==> config.mk <==
export PLATFORM = sky130hd
export DESIGN_NAME = deque_with_lazy_reverse
export DESIGN_NICKNAME = d
export VERILOG_FILES = /design/src/hdl/dwlr_pkg.sv /design/src/hdl/dwlr_ram.sv /design/src/hdl/deque_with_lazy_reverse.sv
export SDC_FILE = /design/constraint.sdc
export NUM_CORES = 1
export LEC_CHECK = 0
export BUFFER_PORTS_ARGS = -buffer_cell sky130_fd_sc_hd__buf_4
export CAP_MARGIN = 10
export CORE_UTILIZATION = 55
export CTS_BUF_LIST = sky130_fd_sc_hd__clkbuf_16
export CTS_CLUSTER_SIZE = 40
export DETAILED_ROUTE_END_ITERATION = 10
export PLACE_DENSITY = 0.73
export SYNTH_ARGS = -nofsm -noshare
export SYNTH_HDL_FRONTEND = slang
export SYNTH_SLANG_ARGS = --single-unit
==> constraint.sdc <==
create_clock -name clk -period 5.1 [get_ports clk]
set_input_delay 1.02 -clock clk [delete_from_list [all_inputs] [get_ports clk]]
set_output_delay 1.02 -clock clk [all_outputs]
set_load 0.01 [all_outputs]
==> src/hdl/dwlr_pkg.sv <==
// Shared types and constants for the lazy-reverse deque.
`default_nettype none
package dwlr_pkg;

	localparam int DATA_W          = 16;  // element / value field width
	localparam int CMD_W           = 2;
	localparam int STAT_W          = 2;
	localparam int DEPTH_DEF       = 64;
	localparam int VALUE_BITS_DEF  = 16;

	typedef enum logic [CMD_W-1:0] {
		CMD_LOAD    = 2'd0,
		CMD_REVERSE = 2'd1,
		CMD_DELETE  = 2'd2,
		CMD_FINISH  = 2'd3
	} cmd_t;

	typedef enum logic [STAT_W-1:0] {
		ST_ELEMENT  = 2'd0,
		ST_EMPTY    = 2'd1,
		ST_ERROR    = 2'd2,
		ST_OVERFLOW = 2'd3
	} status_t;

endpackage : dwlr_pkg
`default_nettype wire

==> src/hdl/dwlr_ram.sv <==
// Element store: one write port, one registered read port with enable.
`default_nettype none
module dwlr_ram #(
	parameter int DEPTH  = dwlr_pkg::DEPTH_DEF,
	parameter int WIDTH  = dwlr_pkg::DATA_W,
	parameter int ADDR_W = $clog2(DEPTH)
) (
	input  wire logic              clk,
	input  wire logic              we,
	input  wire logic [ADDR_W-1:0] waddr,
	input  wire logic [WIDTH-1:0]  wdata,
	input  wire logic              re,
	input  wire logic [ADDR_W-1:0] raddr,
	output logic      [WIDTH-1:0]  rdata
);
	import dwlr_pkg::*;

	logic [WIDTH-1:0] mem [DEPTH];
	logic [WIDTH-1:0] rdata_q;

	always_ff @(posedge clk) begin
		if (we) begin
			mem[waddr] <= wdata;
		end
	end

	// read data holds while re is low
	always_ff @(posedge clk) begin
		if (re) begin
			rdata_q <= mem[raddr];
		end
	end

	assign rdata = rdata_q;

endmodule : dwlr_ram
`default_nettype wire

==> src/hdl/deque_with_lazy_reverse.sv <==
// Top level: bounded deque with lazy reversal, stream in / stream out.
// Load, reverse, delete: a new command is taken every cycle while idle (not draining a finish).
// Finish: the command moves the state to drain; each result is then registered in the output stage;
//   elements stream one per cycle (RAM read port) while the receiver is ready; the input stays
//   stalled until the last element or the status item has been loaded into the output stage.
// Reset (arst_n low, async) clears state, head, count and flags; the drain pointer and the store are not cleared.
`default_nettype none
module deque_with_lazy_reverse #(
	parameter int DEPTH      = dwlr_pkg::DEPTH_DEF,
	parameter int VALUE_BITS = dwlr_pkg::VALUE_BITS_DEF
) (
	input  wire logic                        clk,
	input  wire logic                        arst_n,
	// command transactions
	input  wire logic                        s_axis_tvalid,
	output logic                             s_axis_tready,
	input  wire logic [dwlr_pkg::DATA_W-1:0] s_axis_tdata,  // [15:0] value
	input  wire logic [dwlr_pkg::CMD_W-1:0]  s_axis_tuser,  // [1:0] command
	// result transactions
	output logic                             m_axis_tvalid,
	input  wire logic                        m_axis_tready,
	output logic      [dwlr_pkg::DATA_W-1:0] m_axis_tdata,  // [15:0] element
	output logic      [dwlr_pkg::STAT_W-1:0] m_axis_tuser,  // [1:0] status
	output logic                             m_axis_tlast
);
	import dwlr_pkg::*;

	localparam int IDX_W   = $clog2(DEPTH);
	localparam int CNT_W   = $clog2(DEPTH + 1);
	localparam int STORE_W = (VALUE_BITS < DATA_W) ? VALUE_BITS : DATA_W;

	typedef enum logic [1:0] {
		S_IDLE = 2'b01,   // taking commands
		S_EMIT = 2'b10    // draining a finish
	} state_t;

	// modular index helpers; sums stay below 2*DEPTH
	function automatic logic [IDX_W-1:0] wrap_idx(input logic [IDX_W:0] s);
		if (s >= (IDX_W+1)'(DEPTH)) begin
			return IDX_W'(s - (IDX_W+1)'(DEPTH));
		end
		return s[IDX_W-1:0];
	endfunction

	function automatic logic [IDX_W-1:0] idx_inc(input logic [IDX_W-1:0] i);
		return (i == IDX_W'(DEPTH - 1)) ? '0 : i + 1'b1;
	endfunction

	function automatic logic [IDX_W-1:0] idx_dec(input logic [IDX_W-1:0] i);
		return (i == '0) ? IDX_W'(DEPTH - 1) : i - 1'b1;
	endfunction

	state_t             state_q;
	logic [IDX_W-1:0]   head_q;
	logic [CNT_W-1:0]   count_q;
	logic               rev_q;
	logic               err_q;
	logic               ovf_q;

	// finish drain context
	status_t            em_kind_q;
	logic [CNT_W-1:0]   em_rem_q;
	logic [IDX_W-1:0]   em_ptr_q;
	logic               em_rev_q;

	// output stage (element data sits in the RAM read register)
	logic               out_valid_q;
	status_t            out_stat_q;
	logic               out_last_q;
	logic               out_zero_q;

	cmd_t               cmd;
	logic               in_acc;
	logic               full;
	logic               ram_we;
	logic [IDX_W-1:0]   tail_idx;
	logic [IDX_W-1:0]   back_idx;
	logic               fire;
	logic               ram_re;
	logic [STORE_W-1:0] ram_rdata;
	status_t            fin_kind;

	assign cmd           = cmd_t'(s_axis_tuser);
	assign s_axis_tready = (state_q == S_IDLE);
	assign in_acc        = s_axis_tvalid && s_axis_tready;
	assign full          = (count_q == CNT_W'(DEPTH));

	assign tail_idx = wrap_idx((IDX_W+1)'(head_q) + (IDX_W+1)'(count_q));
	assign back_idx = wrap_idx((IDX_W+1)'(head_q) + (IDX_W+1)'(count_q) - 1'b1);

	// load writes at the physical tail regardless of orientation
	assign ram_we = in_acc && (cmd == CMD_LOAD) && !err_q && !full;

	// emit when the output slot is empty or being drained
	assign fire   = (state_q == S_EMIT) && (!out_valid_q || m_axis_tready);
	assign ram_re = fire && (em_kind_q == ST_ELEMENT);

	// finish priority: error, overflow, empty, elements
	always_comb begin
		if (err_q) begin
			fin_kind = ST_ERROR;
		end else if (ovf_q) begin
			fin_kind = ST_OVERFLOW;
		end else if (count_q == '0) begin
			fin_kind = ST_EMPTY;
		end else begin
			fin_kind = ST_ELEMENT;
		end
	end

	dwlr_ram #(
		.DEPTH (DEPTH),
		.WIDTH (STORE_W),
		.ADDR_W(IDX_W)
	) u_ram (
		.clk  (clk),
		.we   (ram_we),
		.waddr(tail_idx),
		.wdata(s_axis_tdata[STORE_W-1:0]),
		.re   (ram_re),
		.raddr(em_ptr_q),
		.rdata(ram_rdata)
	);

	// command processing and drain control
	always_ff @(posedge clk or negedge arst_n) begin
		if (!arst_n) begin
			state_q   <= S_IDLE;
			head_q    <= '0;
			count_q   <= '0;
			rev_q     <= 1'b0;
			err_q     <= 1'b0;
			ovf_q     <= 1'b0;
			em_kind_q <= ST_EMPTY;
			em_rem_q  <= '0;
		end else begin
			unique case (state_q)
				S_IDLE: begin
					if (in_acc) begin
						unique case (cmd)
							CMD_LOAD: begin
								if (!err_q) begin
									if (full) begin
										ovf_q <= 1'b1;   // value dropped
									end else begin
										count_q <= count_q + 1'b1;
									end
								end
							end
							CMD_REVERSE: begin
								if (!err_q) begin
									rev_q <= ~rev_q;
								end
							end
							CMD_DELETE: begin
								if (!err_q) begin
									if (count_q == '0) begin
										err_q <= 1'b1;   // sticky
									end else begin
										if (!rev_q) begin
											head_q <= idx_inc(head_q);
										end
										count_q <= count_q - 1'b1;
									end
								end
							end
							CMD_FINISH: begin
								em_kind_q <= fin_kind;
								em_rem_q  <= count_q;
								state_q   <= S_EMIT;
								// head, count and flags return to reset value
								head_q    <= '0;
								count_q   <= '0;
								rev_q     <= 1'b0;
								err_q     <= 1'b0;
								ovf_q     <= 1'b0;
							end
						endcase
					end
				end
				S_EMIT: begin
					if (fire) begin
						if (em_kind_q != ST_ELEMENT || em_rem_q == CNT_W'(1)) begin
							state_q <= S_IDLE;
						end
						if (em_kind_q == ST_ELEMENT) begin
							em_rem_q <= em_rem_q - 1'b1;
						end
					end
				end
				default: state_q <= S_IDLE;
			endcase
		end
	end

	// drain read pointer (payload, no reset)
	always_ff @(posedge clk) begin
		if (in_acc && cmd == CMD_FINISH) begin
			em_ptr_q <= rev_q ? back_idx : head_q;
			em_rev_q <= rev_q;
		end else if (ram_re) begin
			em_ptr_q <= em_rev_q ? idx_dec(em_ptr_q) : idx_inc(em_ptr_q);
		end
	end

	// output valid
	always_ff @(posedge clk or negedge arst_n) begin
		if (!arst_n) begin
			out_valid_q <= 1'b0;
		end else if (fire) begin
			out_valid_q <= 1'b1;
		end else if (m_axis_tready) begin
			out_valid_q <= 1'b0;
		end
	end

	// output sideband, loaded alongside the RAM read
	always_ff @(posedge clk) begin
		if (fire) begin
			out_stat_q <= em_kind_q;
			out_zero_q <= (em_kind_q != ST_ELEMENT);
			out_last_q <= (em_kind_q != ST_ELEMENT) || (em_rem_q == CNT_W'(1));
		end
	end

	assign m_axis_tvalid = out_valid_q;
	assign m_axis_tdata  = out_zero_q ? '0 : DATA_W'(ram_rdata);
	assign m_axis_tuser  = out_stat_q;
	assign m_axis_tlast  = out_last_q;

	// ---- checks ----
	a_count_bound: assert property (@(posedge clk) disable iff (!arst_n)
		count_q <= CNT_W'(DEPTH))
		else $error("element count above depth");

	a_finish_stalls: assert property (@(posedge clk) disable iff (!arst_n)
		(in_acc && cmd == CMD_FINISH) |=> !s_axis_tready)
		else $error("input not stalled after finish");

	a_status_last: assert property (@(posedge clk) disable iff (!arst_n)
		(m_axis_tvalid && m_axis_tuser != ST_ELEMENT) |-> (m_axis_tlast && m_axis_tdata == '0))
		else $error("status item must be last with zero element");

	a_drain_nonempty: assert property (@(posedge clk) disable iff (!arst_n)
		(state_q == S_EMIT && em_kind_q == ST_ELEMENT) |-> (em_rem_q != '0))
		else $error("element drain with nothing left");

endmodule : deque_with_lazy_reverse
`default_nettype wire

---- Yosys cells after proc, flatten, opt, wreduce, memory -nomap -nowiden ----
Memory sizes are Yosys's and may differ from the RTL's. A register that Yosys moved wholly into a read port is not among the register bits.
Cells that the tools add are included.
storage, ports and cells
  register bits after elaboration ......... 39
  latch bits .............................. 0
  memories kept ........................... 1
  output and inout port bits .............. 21
  bits of input ports ..................... 22
  bits in read-only memories .............. 0
  bits in writable memories ............... 1024
memories
  name       words  bits a word  rd ports  clocked after Yosys merged registers in  wr ports  line            text
  u_ram.mem  64     16           1         1                                        1         dwlr_ram.sv:18  logic [WIDTH-1:0] mem [DEPTH];
cells by class
  reductions and logical operators ........ 32
  shift operators ......................... 0
  equal/unequal tests ..................... 21
  div/mod/pow operators ................... 0
  order comparisons ....................... 2
  multiply operators ...................... 0
  bitwise gates (word level) .............. 1
  multiplexer cells ....................... 48
  add/sub/neg operators ................... 10
operator list
  cell                                                                 number
  6-bit two-way mux                                                    14
  7-bit two-way mux                                                    8
  7-bit case mux with 3 select lines                                   1
  7-bit by 1-bit subtractor with 7-bit output (second input constant)  3
  6-bit by 1-bit subtractor with 6-bit output (second input constant)  3
  16-bit two-way mux                                                   1
  2-bit != test (second input constant)                                8
  7-bit greater-or-equal comparator (second input constant)            2
  7-bit case mux with 2 select lines                                   1
  2-bit nonzero test                                                   7
  6-bit by 1-bit adder with 6-bit output (second input constant)       2
  6-bit == test (second input constant)                                2
  1-bit two-way mux                                                    12
  2-bit two-way mux                                                    6
  6-bit case mux with 2 select lines                                   1
  5-bit AND reduction                                                  2
  2-bit by 1-bit != test with 1-bit output (second input constant)     4
  4-bit AND reduction                                                  2
  6-bit by 7-bit adder with 7-bit output                               1
  7-bit by 1-bit adder with 7-bit output (second input constant)       1
  7-bit by 1-bit == test with 1-bit output (second input constant)     1
  7-bit == test (second input constant)                                1
  1-bit logical AND                                                    7
  7-bit zero test                                                      1
  13 further kinds                                                     23

---- Logic depth before layout (Yosys ltp) ----
  word-level depth ........................ 7
  mapped depth ............................ 12

---- Modules after synthesis ----
From an unflattened synthesis, not the netlist that was laid out.
second synthesis, totals
  cells, all modules ...................... 2163
  area total of the unflattened synthesis .. 43055.0 um^2
modules (own cells, without submodules)
  module                   sequential area each (um^2)  cells each  times used  area each (um^2)
  dwlr_ram                 31230.0                      1829        1           40202.3
  deque_with_lazy_reverse  1033.5                       334         1           2852.7

---- Worst setup path before layout ----
Ideal clock, no wire load.
  kind .................................... register to register
  start ................................... reg count_q[0]
  end ..................................... mem u_ram.mem[33][0] (netlist name) (enable)
  arrival time ............................ 3.018 ns
  setup slack ............................. 1.694 ns
  cell stages (with the launch flop) ...... 12
  setup time .............................. 0.389 ns
  path buffers ............................ 2
  required time ........................... 4.711 ns
  cell sequence ........................... dfrtp_1 ha_1 inv_1 fa_1 nor2b_1 o21a_1 or3_4 and2_1 buf_2 or3_1 buf_2 nor2_1
on the way
  longest elaborated chain between the ends .. 5
  elaborated cells between the ends (all ways) .. 11
  classes of those cells .................. add/sub: 2; order compare: 1; eq/ne: 1; mux: 5; reduce/logical: 2
RTL lines
  what                                                                                            line                            text
  from (decl)                                                                                     deque_with_lazy_reverse.sv:55   logic [CNT_W-1:0] count_q;
  from (signal assigned)                                                                          deque_with_lazy_reverse.sv:146  count_q <= count_q + 1'b1;
  from (signal assigned)                                                                          deque_with_lazy_reverse.sv:163  count_q <= count_q - 1'b1;
  parallel branches: the longest is 5 deep, another holds 6-bit by 7-bit adder with 7-bit output  -
  to (decl)                                                                                       dwlr_ram.sv:18
Several ways; the timed one is not identified. The select of a mux whose other input is x is not followed.

==> reports/summary.log <==
[status] status finished, final reports clean
[cells_and_area] commonest cells after routing, fill and taps aside edfxtp_1 (1051), mux4_2 (283), buf_4 (141), clkbuf_16 (103), nor2_1 (93)
[synthesis] count of flip-flops with a built-in enable after synthesis 1051
[grt] number of antenna violations at the first check in global routing 2
[synthesis] Syn Area/Cell 21.0 µm²
[sta] worst hold slack 0.268 ns
[cells_and_area] most common library cell in the layout ignoring fill and taps edfxtp_1
[place] dpl cells 3091
[floorplanning] vertical extent of the die 280 µm
[clocking] Setup Buffers After CTS 0
[sta] worst rel slew slack 19.8%
[clocking] Clock H-tree levels 3
[power_and_ir_drop] net switching power figure 0.00463 W
[clocking] clock transition time at the flip-flop clock pins of the worst setup and hold paths 0.06 ns
[sta] Slew @ Worst Pin 1.20 ns
[sta] number of pins exceeding their max-slew limit in the final report 0
[detailed_routing] routed wire length 103 mm
[power_and_ir_drop] part of the power in combinational logic 9.3%
[clocking] CTS tree built
[synthesis] share of synthesized registers carrying an async set or reset 2.59%
[synthesis] share of the synthesized area in compound gates (AO/OA/AOI/OAI) 2.93%
[sta] Period minus WS final 3.64 ns
[synthesis] Synth Area in XOR/XNOR 0.329%
[worst_setup_path] CP required 5.49 ns
[power_and_ir_drop] total internal power 0.0150 W
[sta] Fin Clk Skew 0.0280 ns
[floorplanning] standard-cell rows 101
[synthesis] flip-flop cell with the highest count after synthesis edfxtp_1
[floorplanning] floorplan die width 280 µm
[place] routability cong. 0.899
[detailed_routing] post-route ant nets 0
[worst_setup_path] buffers plus inverters on the worst setup path 2
[synthesis] fraction of the mapped netlist area in adder cells 0.594%
[worst_setup_path] Crit Path Category reg -> reg
[floorplanning] I/O Pins 43
[sta] number of hold violations in the final report 0
[sta] total negative slack 0 ns
[clocking] clock network latency to the later pin of the worst-skew pair 0.68 ns
[synthesis] number of storage elements in the synthesis netlist 1079
[floorplanning] DIE AREA 78500 µm²
[sta] setup repair after global routing missed its margin no
[synthesis] dominant combinational cell family by area after synthesis multiplexers
[synthesis] post-synthesis instance area 42600 µm²
[power_and_ir_drop] leakage power of the design 15.3 nW
[power_and_ir_drop] worst vdd rail ir drop 0.287 mV
[synthesis] Synthesized Nets 2064
[place] total half-perimeter wirelength after legalization and detailed placement 60.8 mm
[grt] global-route usage over all layers 26.7%
[worst_setup_path] dominant delay contributor by cell family on the critical path compound AO/OA/AOI/OAI gates
[synthesis] mux share of post-synthesis cell area 15.9%
[cells_and_area] Layout Cells excl Fill 3276
[clocking] number of cells upsized or downsized after cts 0
[detailed_routing] detailed-routing iteration count for the pre-antenna-repair pass 8
[cells_and_area] Util after Layout 62.8%
[synthesis] Synth warnings 0
[worst_setup_path] depth of the most critical reg-to-reg path 8
[sta] Final Cycle Share 71.4%
[clocking] clock sink total 1079
[worst_setup_path] library cell contributing the largest single delay on the critical path a211oi_1
[floorplanning] placeable core region 76200 µm²
[power_and_ir_drop] areal power density over the cells 410 nW/µm²
[grt] pin count of the biggest net entering global routing 96
[grt] first-pass GRT wire length 149 mm
[worst_setup_path] peak per-stage delay on the critical path 0.87 ns
[cells_and_area] final antenna diode count 0
[worst_setup_path] cell depth of the worst setup path 8
[cells_and_area] # nets final 2206
[worst_setup_path] Critical Path, Cell by Cell buf_12 > buf_4 > mux4_2 > and2_1 > a211oi_1 > nor3_1 > a32oi_1 > o21ai_1
[grt] gr ovfl total 0
[synthesis] sequential element share of the synthesized area 75.8%
[worst_setup_path] endpoint arrival time on the critical path 4.03 ns
[synthesis] Netlist cell types 57
[cells_and_area] relative area change from synthesis to final layout 12.4%
[worst_setup_path] Critical Path Source Type flop
[detailed_routing] DRC violations left 0
[clocking] maximum number of buffers from clock root to sink 3
[worst_setup_path] crit end category flop
[sta] maximum operating frequency 275 MHz
[cells_and_area] layout cells sized above 1 26.4%
[synthesis] simple-gate share of the synthesized area 2.92%
[clocking] number of buffers inserted by hold repair at cts 0
[worst_hold_path] worst hold path class in -> async
[power_and_ir_drop] clock network fraction of total power 39.4%
[detailed_routing] vias 21500
[place] number of input and output port buffers inserted 42
[floorplanning] Starting Density 55.9%
[flow_run] max-capacitance violation count 0
[clocking] root buffer cell clkbuf_16
[detailed_routing] number of DRC markers in iteration 0 2948
[grt] number of global-route vias before repair 21200
[worst_setup_path] peak fanout along the critical path 42
[power_and_ir_drop] sequential share of power 51.4%
[detailed_routing] vias per std cell 6.58
[clocking] cts bufs inserted 102
[sta] setup violators final 0
[detailed_routing] average routed wire per standard cell 31.3 µm
[synthesis] post-synthesis cell count 2023
[power_and_ir_drop] switching share of total power 23.6%
## sequential cells by signal, summed over array words and instances (netlist names), 2 cells and up
register      flops
u_ram.mem      1024
u_ram.rdata      16
count_q           7
em_rem_q          7
em_ptr_q          6
head_q            6
em_kind_q         2
m_axis_tuser      2
state_q           2
## kinds of logic after synthesis
group / after synthesis
AO/OA/AOI/OAI: 193
XOR/XNOR: 16
adder cells (fa/ha/maj): 19
buffers and inverters: 125
flip-flops: 1079
multiplexers: 321
AND/OR/NAND/NOR: 270
## metal layers
metal	routed length [µm]	vias up	track usage, %
met5	18	-	0
met4	3430	4	9.40
li1	-	8712	-
met1	39000	11400	37.7
met3	9430	185	4.06
met2	50800	1259	42.9
## power groups by stage
| stage | Clock, W | Combinational, W | Sequential, W |
|---|---|---|---|
| floorplan | 0 | 0.00116 | 0.0102 |
| global placement | 0 | 0.00174 | 0.0102 |
| detailed placement | 0 | 0.00179 | 0.0103 |
| CTS | 0.00780 | 0.00180 | 0.0101 |
| global route | 0.00810 | 0.00194 | 0.0101 |
| finish | 0.00772 | 0.00182 | 0.0101 |
## layout make-up
type / instances / area, µm²
clock buffer: 103 / 2580
clock inverter: 82 / 845
fill: 4981 / 28400
inverter: 18 / 67.6
multi-input combinational: 819 / 9640
sequential: 1079 / 32300
tap: 1030 / 1290
timing repair buffer: 145 / 1140
## worst paths after layout
kind,from,to,slack (ns)
setup / recovery,em_ptr_q[0]$_DFFE_PP_,u_ram.rdata[3]$_DFFE_PP_,1.46
hold / removal,arst_n,state_q[1]$_DFFE_PN0P_,0.27
setup reg to reg,em_ptr_q[0]$_DFFE_PP_,u_ram.rdata[3]$_DFFE_PP_,1.46
hold reg to reg,em_kind_q[0]$_DFFE_PN1P_,em_kind_q[0]$_DFFE_PN1P_,0.48
max in group asynchronous,arst_n,em_kind_q[0]$_DFFE_PN1P_,4.52
min in group clk,em_kind_q[0]$_DFFE_PN1P_,em_kind_q[0]$_DFFE_PN1P_,0.48
## per-stage QoR
| step | setup WS [ns] | power, W | cell area [µm²] |
|---|---|---|---|
| after detailed placement | 1.36 | 0.0120 | 44400 |
| after global placement | 1.37 | 0.0120 | 44400 |
| after CTS | 1.54 | 0.0197 | 47800 |
| after global routing | 1.22 | 0.0201 | 47800 |
| after floorplan | 1.69 | 0.0113 | 42600 |
| final | 1.46 | 0.0196 | 47800 |
## Yosys cell counts (13+ instances only)
cell / n / area (µm²)
edfxtp_1: 1051 / 31600
mux4_2: 283 / 6370
nor2_1: 93 / 349
nand2_1: 71 / 267
clkbuf_1: 43 / 161
o21ai_0: 43 / 215
a21oi_1: 39 / 195
mux2i_1: 38 / 380
buf_2: 31 / 155
dfrtp_1: 26 / 651
nor2b_1: 26 / 163
nand3_1: 21 / 105
nor3_1: 20 / 100
ha_1: 17 / 213
a32oi_1: 15 / 131
inv_1: 15 / 56.3
o22ai_1: 15 / 93.8
and2_1: 13 / 81.3
buf_6: 13 / 146
(Power assumes the default switching activity.)
